==> config.mk <==
export PLATFORM = sky130hd
export DESIGN_NAME = ordered_list_insert_remove_core
export DESIGN_NICKNAME = d
export VERILOG_FILES = /design/src/rtl/olir_pkg.sv /design/src/rtl/ordered_list_insert_remove_core.sv /design/src/rtl/olir_step.sv /design/src/rtl/olir_ctrl.sv
export SDC_FILE = /design/constraint.sdc
export NUM_CORES = 1
export LEC_CHECK = 0
export ABC_AREA = 1
export BUFFER_PORTS_ARGS = -buffer_cell sky130_fd_sc_hd__buf_4
export CORE_ASPECT_RATIO = 1.4
export CORE_MARGIN = 2
export CORE_UTILIZATION = 62
export DETAILED_ROUTE_END_ITERATION = 7
export PLACE_DENSITY_LB_ADDON = 0.25
export SETUP_SLACK_MARGIN = 0.5
export SYNTH_ARGS = -nofsm -noshare
export SYNTH_HDL_FRONTEND = slang
export SYNTH_SLANG_ARGS = --single-unit
==> constraint.sdc <==
create_clock -name i_clk -period 5.4 [get_ports i_clk]
set_input_delay 0.27 -clock i_clk [delete_from_list [all_inputs] [get_ports i_clk]]
set_output_delay 0.27 -clock i_clk [all_outputs]
set_load 0.05 [all_outputs]
==> src/rtl/olir_pkg.sv <==
// shared types, codes and sizes for the ordered list insert/remove core
`timescale 1ns / 1ps

package olir_pkg;

    // list geometry
    localparam int DEPTH    = 16;
    localparam int KEY_BITS = 32;
    localparam int CNT_W    = $clog2(DEPTH + 1);
    localparam int IDX_W    = $clog2(DEPTH);
    localparam int OP_W     = 3;
    localparam int POS_W    = 5;
    localparam int ST_W     = 3;

    localparam logic [CNT_W-1:0] CNT_ONE  = CNT_W'(1);
    localparam logic [CNT_W-1:0] CNT_FULL = CNT_W'(DEPTH);

    // operation codes
    localparam logic [OP_W-1:0] OP_INS_FRONT = 3'd0;
    localparam logic [OP_W-1:0] OP_INS_END   = 3'd1;
    localparam logic [OP_W-1:0] OP_INS_POS   = 3'd2;
    localparam logic [OP_W-1:0] OP_REMOVE    = 3'd3;
    localparam logic [OP_W-1:0] OP_DUMP      = 3'd4;

    // status codes
    localparam logic [ST_W-1:0] ST_OK       = 3'd0;
    localparam logic [ST_W-1:0] ST_FULL     = 3'd1;
    localparam logic [ST_W-1:0] ST_BAD_POS  = 3'd2;
    localparam logic [ST_W-1:0] ST_NOT_FND  = 3'd3;
    localparam logic [ST_W-1:0] ST_EMPTY    = 3'd4;

    // input transaction
    typedef struct packed {
        logic [OP_W-1:0]     operation;
        logic [POS_W-1:0]    position;
        logic [KEY_BITS-1:0] key;
    } t_in_item;

    // output transaction
    typedef struct packed {
        logic [ST_W-1:0]     status;
        logic [KEY_BITS-1:0] entry_key;
        logic [IDX_W-1:0]    entry_index;
        logic [CNT_W-1:0]    fill_count;
        logic                last;
    } t_out_item;

    // entry store access from the sequencer
    typedef struct packed {
        logic                we;
        logic [IDX_W-1:0]    waddr;
        logic [KEY_BITS-1:0] wdata;
        logic                re;
        logic [IDX_W-1:0]    raddr;
    } t_mem_ctl;

    // request to the shared step unit
    typedef struct packed {
        logic             dec;
        logic [CNT_W-1:0] idx;
        logic [CNT_W-1:0] bound;
    } t_step_req;

    // answer of the shared step unit
    typedef struct packed {
        logic [CNT_W-1:0] idx_nxt;
        logic             at_bound;
        logic             key_eq;
    } t_step_rsp;

endpackage

==> src/rtl/ordered_list_insert_remove_core.sv <==
// top level: entry store, output register and the list sequencer
//
// channel | direction | handshake                 | payload
// --------+-----------+---------------------------+---------------------------
// in      | into core | i_in_valid / o_in_stall   | i_in_data  (t_in_item)
// out     | from core | o_out_valid / i_out_stall | o_out_data (t_out_item)
//
// one transaction at a time; an entry store with registered read and one
// shared step unit visit the list one slot at a time.
// insert moves the entries at and above the insert slot up one, then writes
// the key; remove searches for the first matching key, then moves the later
// entries down; dump gives one result per entry, every other transaction or
// an empty dump a single status result. reset empties the list.
// a stalled output holds the sequencer; a new transaction is taken while the
// last result still waits in the output register.
`timescale 1ns / 1ps

module ordered_list_insert_remove_core (
    input  logic                  i_clk,
    input  logic                  i_rst_n,
    input  logic                  i_in_valid,
    output logic                  o_in_stall,
    input  olir_pkg::t_in_item    i_in_data,
    output logic                  o_out_valid,
    input  logic                  i_out_stall,
    output olir_pkg::t_out_item   o_out_data
);

    logic [olir_pkg::KEY_BITS-1:0] r_mem [olir_pkg::DEPTH];
    logic [olir_pkg::KEY_BITS-1:0] r_rd_data;
    logic                          r_out_valid, n_out_valid;
    olir_pkg::t_out_item           r_out_data;

    olir_pkg::t_mem_ctl            mem_ctl;
    olir_pkg::t_out_item           res;
    logic                          emit;
    logic                          busy;
    logic                          slot_free;

    assign slot_free   = !r_out_valid || !i_out_stall;
    assign o_in_stall  = busy;
    assign o_out_valid = r_out_valid;
    assign o_out_data  = r_out_data;

    olir_ctrl u_ctrl (
        .i_clk       (i_clk),
        .i_rst_n     (i_rst_n),
        .i_in_valid  (i_in_valid),
        .i_in        (i_in_data),
        .i_rd_data   (r_rd_data),
        .i_slot_free (slot_free),
        .o_busy      (busy),
        .o_mem       (mem_ctl),
        .o_emit      (emit),
        .o_res       (res)
    );

    // entry store, one write and one registered read per cycle
    always_ff @(posedge i_clk) begin
        if (mem_ctl.we) begin
            r_mem[mem_ctl.waddr] <= mem_ctl.wdata;
        end
        if (mem_ctl.re) begin
            r_rd_data <= r_mem[mem_ctl.raddr];
        end
    end

    // output register
    always_comb begin
        n_out_valid = r_out_valid;
        if (emit) begin
            n_out_valid = 1'b1;
        end else if (!i_out_stall) begin
            n_out_valid = 1'b0;
        end
    end

    always_ff @(posedge i_clk) begin
        if (!i_rst_n) begin
            r_out_valid <= 1'b0;
        end else begin
            r_out_valid <= n_out_valid;
        end
    end

    always_ff @(posedge i_clk) begin
        if (emit) begin
            r_out_data <= res;
        end
    end

    // a result is only loaded when the output register is free
    a_emit_free: assert property (@(posedge i_clk) disable iff (!i_rst_n)
        emit |-> slot_free)
        else $error("result loaded over a waiting transaction");

    // the store is never written while a new transaction can be taken
    a_no_idle_write: assert property (@(posedge i_clk) disable iff (!i_rst_n)
        !busy |-> !mem_ctl.we)
        else $error("entry store written while idle");

    // fill count stays within the list depth
    a_count_range: assert property (@(posedge i_clk) disable iff (!i_rst_n)
        r_out_valid |-> (r_out_data.fill_count <= olir_pkg::CNT_FULL))
        else $error("fill count beyond depth");

    // a dump entry that is not the last lies below the fill count
    a_dump_index: assert property (@(posedge i_clk) disable iff (!i_rst_n)
        (r_out_valid && !r_out_data.last)
            |-> ((olir_pkg::CNT_W'(r_out_data.entry_index) + olir_pkg::CNT_ONE)
                 < r_out_data.fill_count))
        else $error("dump index past the end of the list");

endmodule

==> src/rtl/olir_step.sv <==
// shared step unit: slot index increment/decrement, bound check and key compare
`timescale 1ns / 1ps

module olir_step (
    input  olir_pkg::t_step_req             i_req,
    input  logic [olir_pkg::KEY_BITS-1:0]   i_rd_data,
    input  logic [olir_pkg::KEY_BITS-1:0]   i_key,
    output olir_pkg::t_step_rsp             o_rsp
);

    logic [olir_pkg::CNT_W-1:0] idx_nxt;

    // one adder serves both walking directions
    assign idx_nxt = i_req.dec ? (i_req.idx - olir_pkg::CNT_ONE)
                               : (i_req.idx + olir_pkg::CNT_ONE);

    // end of walk and key match
    assign o_rsp.idx_nxt  = idx_nxt;
    assign o_rsp.at_bound = (idx_nxt == i_req.bound);
    assign o_rsp.key_eq   = (i_rd_data == i_key);

endmodule

==> src/rtl/olir_ctrl.sv <==
// sequencer that walks the entry store one slot at a time for each operation
`timescale 1ns / 1ps

module olir_ctrl (
    input  logic                            i_clk,
    input  logic                            i_rst_n,
    input  logic                            i_in_valid,
    input  olir_pkg::t_in_item              i_in,
    input  logic [olir_pkg::KEY_BITS-1:0]   i_rd_data,
    input  logic                            i_slot_free,
    output logic                            o_busy,
    output olir_pkg::t_mem_ctl              o_mem,
    output logic                            o_emit,
    output olir_pkg::t_out_item             o_res
);

    typedef enum logic [10:0] {
        S_IDLE     = 11'b000_0000_0001,
        S_SHIFT_RD = 11'b000_0000_0010,
        S_SHIFT_WR = 11'b000_0000_0100,
        S_PUT      = 11'b000_0000_1000,
        S_SRCH_RD  = 11'b000_0001_0000,
        S_SRCH_CMP = 11'b000_0010_0000,
        S_DEL_RD   = 11'b000_0100_0000,
        S_DEL_WR   = 11'b000_1000_0000,
        S_DUMP_RD  = 11'b001_0000_0000,
        S_DUMP_OUT = 11'b010_0000_0000,
        S_EMIT     = 11'b100_0000_0000
    } t_state;

    t_state                        r_state, n_state;
    logic [olir_pkg::CNT_W-1:0]    r_idx, n_idx;
    logic [olir_pkg::CNT_W-1:0]    r_pos, n_pos;
    logic [olir_pkg::CNT_W-1:0]    r_count, n_count;
    logic [olir_pkg::KEY_BITS-1:0] r_key, n_key;
    logic [olir_pkg::ST_W-1:0]     r_status, n_status;

    logic [olir_pkg::CNT_W-1:0]    slot;
    logic [olir_pkg::CNT_W-1:0]    in_pos;
    olir_pkg::t_step_req           step_req;
    olir_pkg::t_step_rsp           step_rsp;

    assign o_busy = (r_state != S_IDLE);

    // target slot of an insert
    assign in_pos = olir_pkg::CNT_W'(i_in.position);
    always_comb begin
        priority if (i_in.operation == olir_pkg::OP_INS_FRONT) begin
            slot = '0;
        end else if (i_in.operation == olir_pkg::OP_INS_END) begin
            slot = r_count;
        end else begin
            slot = in_pos;
        end
    end

    // step unit setup: shifting up walks down toward the insert slot,
    // search and dump stop at the count, delete stops one short of it
    always_comb begin
        step_req.dec   = (r_state == S_SHIFT_RD) || (r_state == S_SHIFT_WR);
        step_req.idx   = r_idx;
        step_req.bound = r_count;
        if (step_req.dec) begin
            step_req.bound = r_pos;
        end else if ((r_state == S_DEL_RD) || (r_state == S_DEL_WR)) begin
            step_req.bound = r_count - olir_pkg::CNT_ONE;
        end
    end

    olir_step u_step (
        .i_req     (step_req),
        .i_rd_data (i_rd_data),
        .i_key     (r_key),
        .o_rsp     (step_rsp)
    );

    // sequencer
    always_comb begin
        n_state  = r_state;
        n_idx    = r_idx;
        n_pos    = r_pos;
        n_count  = r_count;
        n_key    = r_key;
        n_status = r_status;
        o_mem    = '0;
        o_emit   = 1'b0;
        o_res    = '0;
        unique case (r_state)
            S_IDLE: begin
                if (i_in_valid) begin
                    n_key    = i_in.key;
                    n_status = olir_pkg::ST_OK;
                    n_idx    = '0;
                    n_state  = S_EMIT;
                    priority if ((i_in.operation == olir_pkg::OP_INS_FRONT)
                                 || (i_in.operation == olir_pkg::OP_INS_END)
                                 || (i_in.operation == olir_pkg::OP_INS_POS)) begin
                        if (r_count == olir_pkg::CNT_FULL) begin
                            n_status = (i_in.operation == olir_pkg::OP_INS_POS)
                                     ? olir_pkg::ST_BAD_POS : olir_pkg::ST_FULL;
                        end else if ((i_in.operation == olir_pkg::OP_INS_POS)
                                     && (in_pos > r_count)) begin
                            n_status = olir_pkg::ST_BAD_POS;
                        end else begin
                            n_pos   = slot;
                            n_idx   = r_count;
                            n_state = (r_count == slot) ? S_PUT : S_SHIFT_RD;
                        end
                    end else if (i_in.operation == olir_pkg::OP_REMOVE) begin
                        if (r_count == '0) begin
                            n_status = olir_pkg::ST_NOT_FND;
                        end else begin
                            n_state = S_SRCH_RD;
                        end
                    end else if (i_in.operation == olir_pkg::OP_DUMP) begin
                        if (r_count == '0) begin
                            n_status = olir_pkg::ST_EMPTY;
                        end else begin
                            n_state = S_DUMP_RD;
                        end
                    end else begin
                        n_state = S_EMIT;
                    end
                end
            end
            // move the entry below r_idx up into r_idx
            S_SHIFT_RD: begin
                o_mem.re    = 1'b1;
                o_mem.raddr = step_rsp.idx_nxt[olir_pkg::IDX_W-1:0];
                n_state     = S_SHIFT_WR;
            end
            S_SHIFT_WR: begin
                o_mem.we    = 1'b1;
                o_mem.waddr = r_idx[olir_pkg::IDX_W-1:0];
                o_mem.wdata = i_rd_data;
                n_idx       = step_rsp.idx_nxt;
                n_state     = step_rsp.at_bound ? S_PUT : S_SHIFT_RD;
            end
            S_PUT: begin
                o_mem.we    = 1'b1;
                o_mem.waddr = r_pos[olir_pkg::IDX_W-1:0];
                o_mem.wdata = r_key;
                n_count     = r_count + olir_pkg::CNT_ONE;
                n_state     = S_EMIT;
            end
            // linear search for the first matching key
            S_SRCH_RD: begin
                o_mem.re    = 1'b1;
                o_mem.raddr = r_idx[olir_pkg::IDX_W-1:0];
                n_state     = S_SRCH_CMP;
            end
            S_SRCH_CMP: begin
                if (step_rsp.key_eq) begin
                    if (step_rsp.at_bound) begin
                        n_count = r_count - olir_pkg::CNT_ONE;
                        n_state = S_EMIT;
                    end else begin
                        n_state = S_DEL_RD;
                    end
                end else begin
                    n_idx = step_rsp.idx_nxt;
                    if (step_rsp.at_bound) begin
                        n_status = olir_pkg::ST_NOT_FND;
                        n_state  = S_EMIT;
                    end else begin
                        n_state = S_SRCH_RD;
                    end
                end
            end
            // close the gap: entry above r_idx moves down into r_idx
            S_DEL_RD: begin
                o_mem.re    = 1'b1;
                o_mem.raddr = step_rsp.idx_nxt[olir_pkg::IDX_W-1:0];
                n_state     = S_DEL_WR;
            end
            S_DEL_WR: begin
                o_mem.we    = 1'b1;
                o_mem.waddr = r_idx[olir_pkg::IDX_W-1:0];
                o_mem.wdata = i_rd_data;
                n_idx       = step_rsp.idx_nxt;
                if (step_rsp.at_bound) begin
                    n_count = r_count - olir_pkg::CNT_ONE;
                    n_state = S_EMIT;
                end else begin
                    n_state = S_DEL_RD;
                end
            end
            // one result per entry
            S_DUMP_RD: begin
                o_mem.re    = 1'b1;
                o_mem.raddr = r_idx[olir_pkg::IDX_W-1:0];
                n_state     = S_DUMP_OUT;
            end
            S_DUMP_OUT: begin
                if (i_slot_free) begin
                    o_emit            = 1'b1;
                    o_res.status      = olir_pkg::ST_OK;
                    o_res.entry_key   = i_rd_data;
                    o_res.entry_index = r_idx[olir_pkg::IDX_W-1:0];
                    o_res.fill_count  = r_count;
                    o_res.last        = step_rsp.at_bound;
                    n_idx             = step_rsp.idx_nxt;
                    n_state           = step_rsp.at_bound ? S_IDLE : S_DUMP_RD;
                end
            end
            // single status result
            S_EMIT: begin
                if (i_slot_free) begin
                    o_emit           = 1'b1;
                    o_res.status     = r_status;
                    o_res.fill_count = r_count;
                    o_res.last       = 1'b1;
                    n_state          = S_IDLE;
                end
            end
            default: begin
                n_state = S_IDLE;
            end
        endcase
    end

    // control state
    always_ff @(posedge i_clk) begin
        if (!i_rst_n) begin
            r_state <= S_IDLE;
            r_count <= '0;
        end else begin
            r_state <= n_state;
            r_count <= n_count;
        end
    end

    // working registers
    always_ff @(posedge i_clk) begin
        r_idx    <= n_idx;
        r_pos    <= n_pos;
        r_key    <= n_key;
        r_status <= n_status;
    end

endmodule

==> run_results.csv <==
group,metric,value,unit
die,core_region_area,0.04302,mm^2
drt,vias,18145,
timing,skew,0.01944,ns
pwr,switching_power,2610,uW
timing,max_freq,238.5,MHz
yosys,synth_top_cell_by_area,"edfxtp_1",
drt,drt_wl_total,66410,um
die,dieHeight,250.8,um
yosys,synthTopCellsByArea,"edfxtp_1 71%, o21ai_0 5.7%, nor2_1 5.5%, nand2_1 3.0%, o211ai_1 2.5%",
timing,setup_viol,0,
die,io-pin-count,91,
yosys,synth_nets,2307,
critical_path,ff2ff_setup_slack,1.21,ns
clock_network,numCtsBuffers,57,
timing,slew_headroom,10.21,%
pwr,power,10920,uW
critical_path,critPathLaunchType,"flop",
clock_network,cts_root_buf,"clkbuf_16",
critical_path,reg2reg_depth,8,
pwr,clock_power_share,38.0,%
die,floorplan.rows,90,
critical_path,worstReg2RegStart,"u_ctrl.r_state[4]$_SDFFE_PN0P_",
timing,fin_tns_setup,0,ns
grt,overflow,0,
critical_path,crit_path_end_kind,"flop",
yosys,synth_ff_type,"edfxtp_1",
final_layout,n_antenna_cell,0,
yosys,yosysMostFrequentCell,"edfxtp_1",
critical_path,crit_type,"reg -> reg",
final_layout,drive_gt1_share,10.72,%
clock_network,clock_latency,0.60,ns
hold_path,worstHoldStart,"i_in_data[35]",
yosys,yosys-top-cells-count,"634 x edfxtp_1, 395 x nor2_1, 307 x o21ai_0",
critical_path,cp.arrival,4.49,ns
grt,grt_pass1_vias,17919,
grt,grt_first_pass_wirelength,101000,um
clock_network,ctsResizeCount,0,
drt,drt_iter0_markers,2087,
pwr,p_seq_share,52.4,%
timing,hold_viol,0,
die,start_util,62.72,%
drt,vias_per_cell,6.132,
grt,grt_max_degree,215,
drt,ant_nets,0,
clock_network,htreeDepth,2,
clock_network,cts_setup_buffers,0,
clock_network,cts.sinks,651,
grt,grt_usage,29.02,%
timing,maxSlewViolCount,0,
timing,worst_pin_slew,1.338,ns
clock_network,path_clk_slew,0.07,ns
hold_path,hold_depth,3,
yosys,ys_seq_area_share,71.83,%
timing,min_period,4.193,ns
critical_path,rr_endpoint,"r_mem[11][9]$_DFFE_PP_",
yosys,synth_area,0.02698,mm^2
critical_path,path_max_fanout,24,
hold_path,whs_endpoint,"u_ctrl.r_pos[3]$_DFFE_PP_",
yosys,ys_types,38,
placement,place_inst,2818,
yosys,ys_ff_latch,651,
yosys,yosysTopAreaCellShare,70.57,%
yosys,syn_inst,2251,
status,status,"finished, final reports clean",
yosys,avgSynthCellArea,11.99,um^2
flow_run,drv_cap,0,
die,dieWidth,180.3,um
yosys,synth_edf_count,634,
hold_path,hold_class,"in -> reg",
final_layout,area_growth_syn_to_layout,13.36,%
pwr,switching_share,23.89,%
timing,rsz0062_at_grt,"no",
clock_network,cts_hold_buf,35,
drt,route.detailed.drc,0,
grt,antenna_found_initial,1,
final_layout,stdcell_count,2959,
clock_network,cts_buffer_depth,3,
yosys,ys_warn_count,0,
timing,finalCritPeriodShare,77.64,%
placement,dp_hpwl,37480,um
pwr,ir_drop,0.3272,mV
placement,gp_congestion,0.9025,
critical_path,worstPathRequired,5.69,ns
yosys,synthArstFlopShare,0,%
placement,io_buffers,90,
clock_network,cts_tree,"built",
pwr,p_leak,0.01190,uW
pwr,combPwrFrac,9.6,%
drt,routedWlPerCell,22.44,um
pwr,internal-power,8314,uW
die,die_area,0.04522,mm^2
pwr,powerDensity,357.2,mW/mm^2
drt,drt_pass1_iterations,6,
final_layout,nets,2416,
[worst max path at each step]
stage                     cells past startpoint                       to                            from
final                                         8   r_mem[11][9]$_DFFE_PP_  u_ctrl.r_state[4]$_SDFFE_PN0P_
after global routing                          8   r_mem[11][9]$_DFFE_PP_  u_ctrl.r_state[8]$_SDFFE_PN0P_
after CTS                                     8   r_mem[11][8]$_DFFE_PP_  u_ctrl.r_state[4]$_SDFFE_PN0P_
after detailed placement                      8  r_mem[11][19]$_DFFE_PP_  u_ctrl.r_state[4]$_SDFFE_PN0P_
after global placement                        8  r_mem[11][19]$_DFFE_PP_  u_ctrl.r_state[8]$_SDFFE_PN0P_
after floorplan                               9    r_mem[8][0]$_DFFE_PP_  u_ctrl.r_state[8]$_SDFFE_PN0P_
[placed cells by master, fill, tap and decap left out, drive strengths merged, types with 2 or more instances in the layout]
| cell type | netlist | layout |
|---|---|---|
| edfxtp | 634 | 634 |
| nor2 | 399 | 399 |
| o21ai | 336 | 336 |
| nand2 | 227 | 227 |
| inv | 154 | 156 |
| buf | 47 | 130 |
| nand3 | 105 | 105 |
| o211ai | 91 | 91 |
| a21oi | 66 | 66 |
| clkbuf | 68 | 66 |
| dlygate4sd3 | 0 | 35 |
| clkinv | 2 | 29 |
| xnor2 | 21 | 21 |
| o22ai | 20 | 20 |
| dfxtp | 17 | 17 |
| nand4 | 14 | 14 |
| xor2 | 13 | 13 |
| nor3 | 13 | 13 |
| ha | 11 | 11 |
| bufinv | 0 | 9 |
| nor4 | 5 | 5 |
| nand3b | 3 | 3 |
| clkinvlp | 0 | 2 |
[sequential cells by signal, indices dropped and copies added (netlist names)]
name             cells
u_ctrl.r_state      11
u_ctrl.r_pos         5
o_out_data          45
u_ctrl.r_count       5
u_ctrl.r_status      3
o_out_valid          1
u_ctrl.r_idx         5
r_mem              512
r_rd_data           32
u_ctrl.r_key        32
[logic make-up after synthesis]
family	synth area share [%]
simple gates	11.70
flops	71.83
compound gates	10.64
buf+inv	4.151
xor+xnor	1.104
fa+ha+maj	0.5843
[routing by layer]
metal | GRT usage [%] | share of wire, % | vias up
li1 | - | - | 8223
met1 | 37.76 | 38 | 8828
met2 | 50.16 | 51 | 930
met3 | 3.375 | 7.5 | 164
met4 | 11.77 | 3.9 | 0
met5 | 0 | 0 | -
[critical path: stages (launching register included)]
cell and delay, ns:
dfxtp_1 0.34, nor2_1 0.18, nand2_2 0.11, nor2_4 0.16, nand2_1 0.70, o22ai_1 0.72
nand2_1 0.38, nor2_4 0.93, buf_4 0.36
[cell type report]
| type | count | area [um^2] |
|---|---|---|
| Sequential cell | 651 | 19380 |
| Inverter | 156 | 594.3 |
| Clock buffer | 66 | 1460 |
| Multi-Input combinational cell | 1329 | 6634 |
| Tap cell | 552 | 690.7 |
| Clock inverter | 40 | 450.4 |
| Fill cell | 2873 | 12430 |
| Timing Repair Buffer | 165 | 1376 |
[power groups by stage]
stage	Combinational (uW)	Sequential (uW)	Clock (uW)
finish	1050	5720	4160
global route	1150	5720	4380
CTS	1040	5720	4180
detailed placement	1010	5820	0
global placement	989	5820	0
floorplan	666	5840	0
[stage by stage]
stage               instance area [um^2]  utilization (%)  setup slack [ns]  hold slack (ns)
global placement                   28320            65.84             1.499           0.4483
global route                       30580            71.10             1.133          0.04605
floorplan                          26980                -             1.400           0.3462
detailed placement                 28320            65.84             1.368           0.4495
CTS                                30580            71.10             1.322          0.01897
finish                             30580            71.10             1.207          0.04278
No activity file was read; power rests on OpenSTA's default activity.
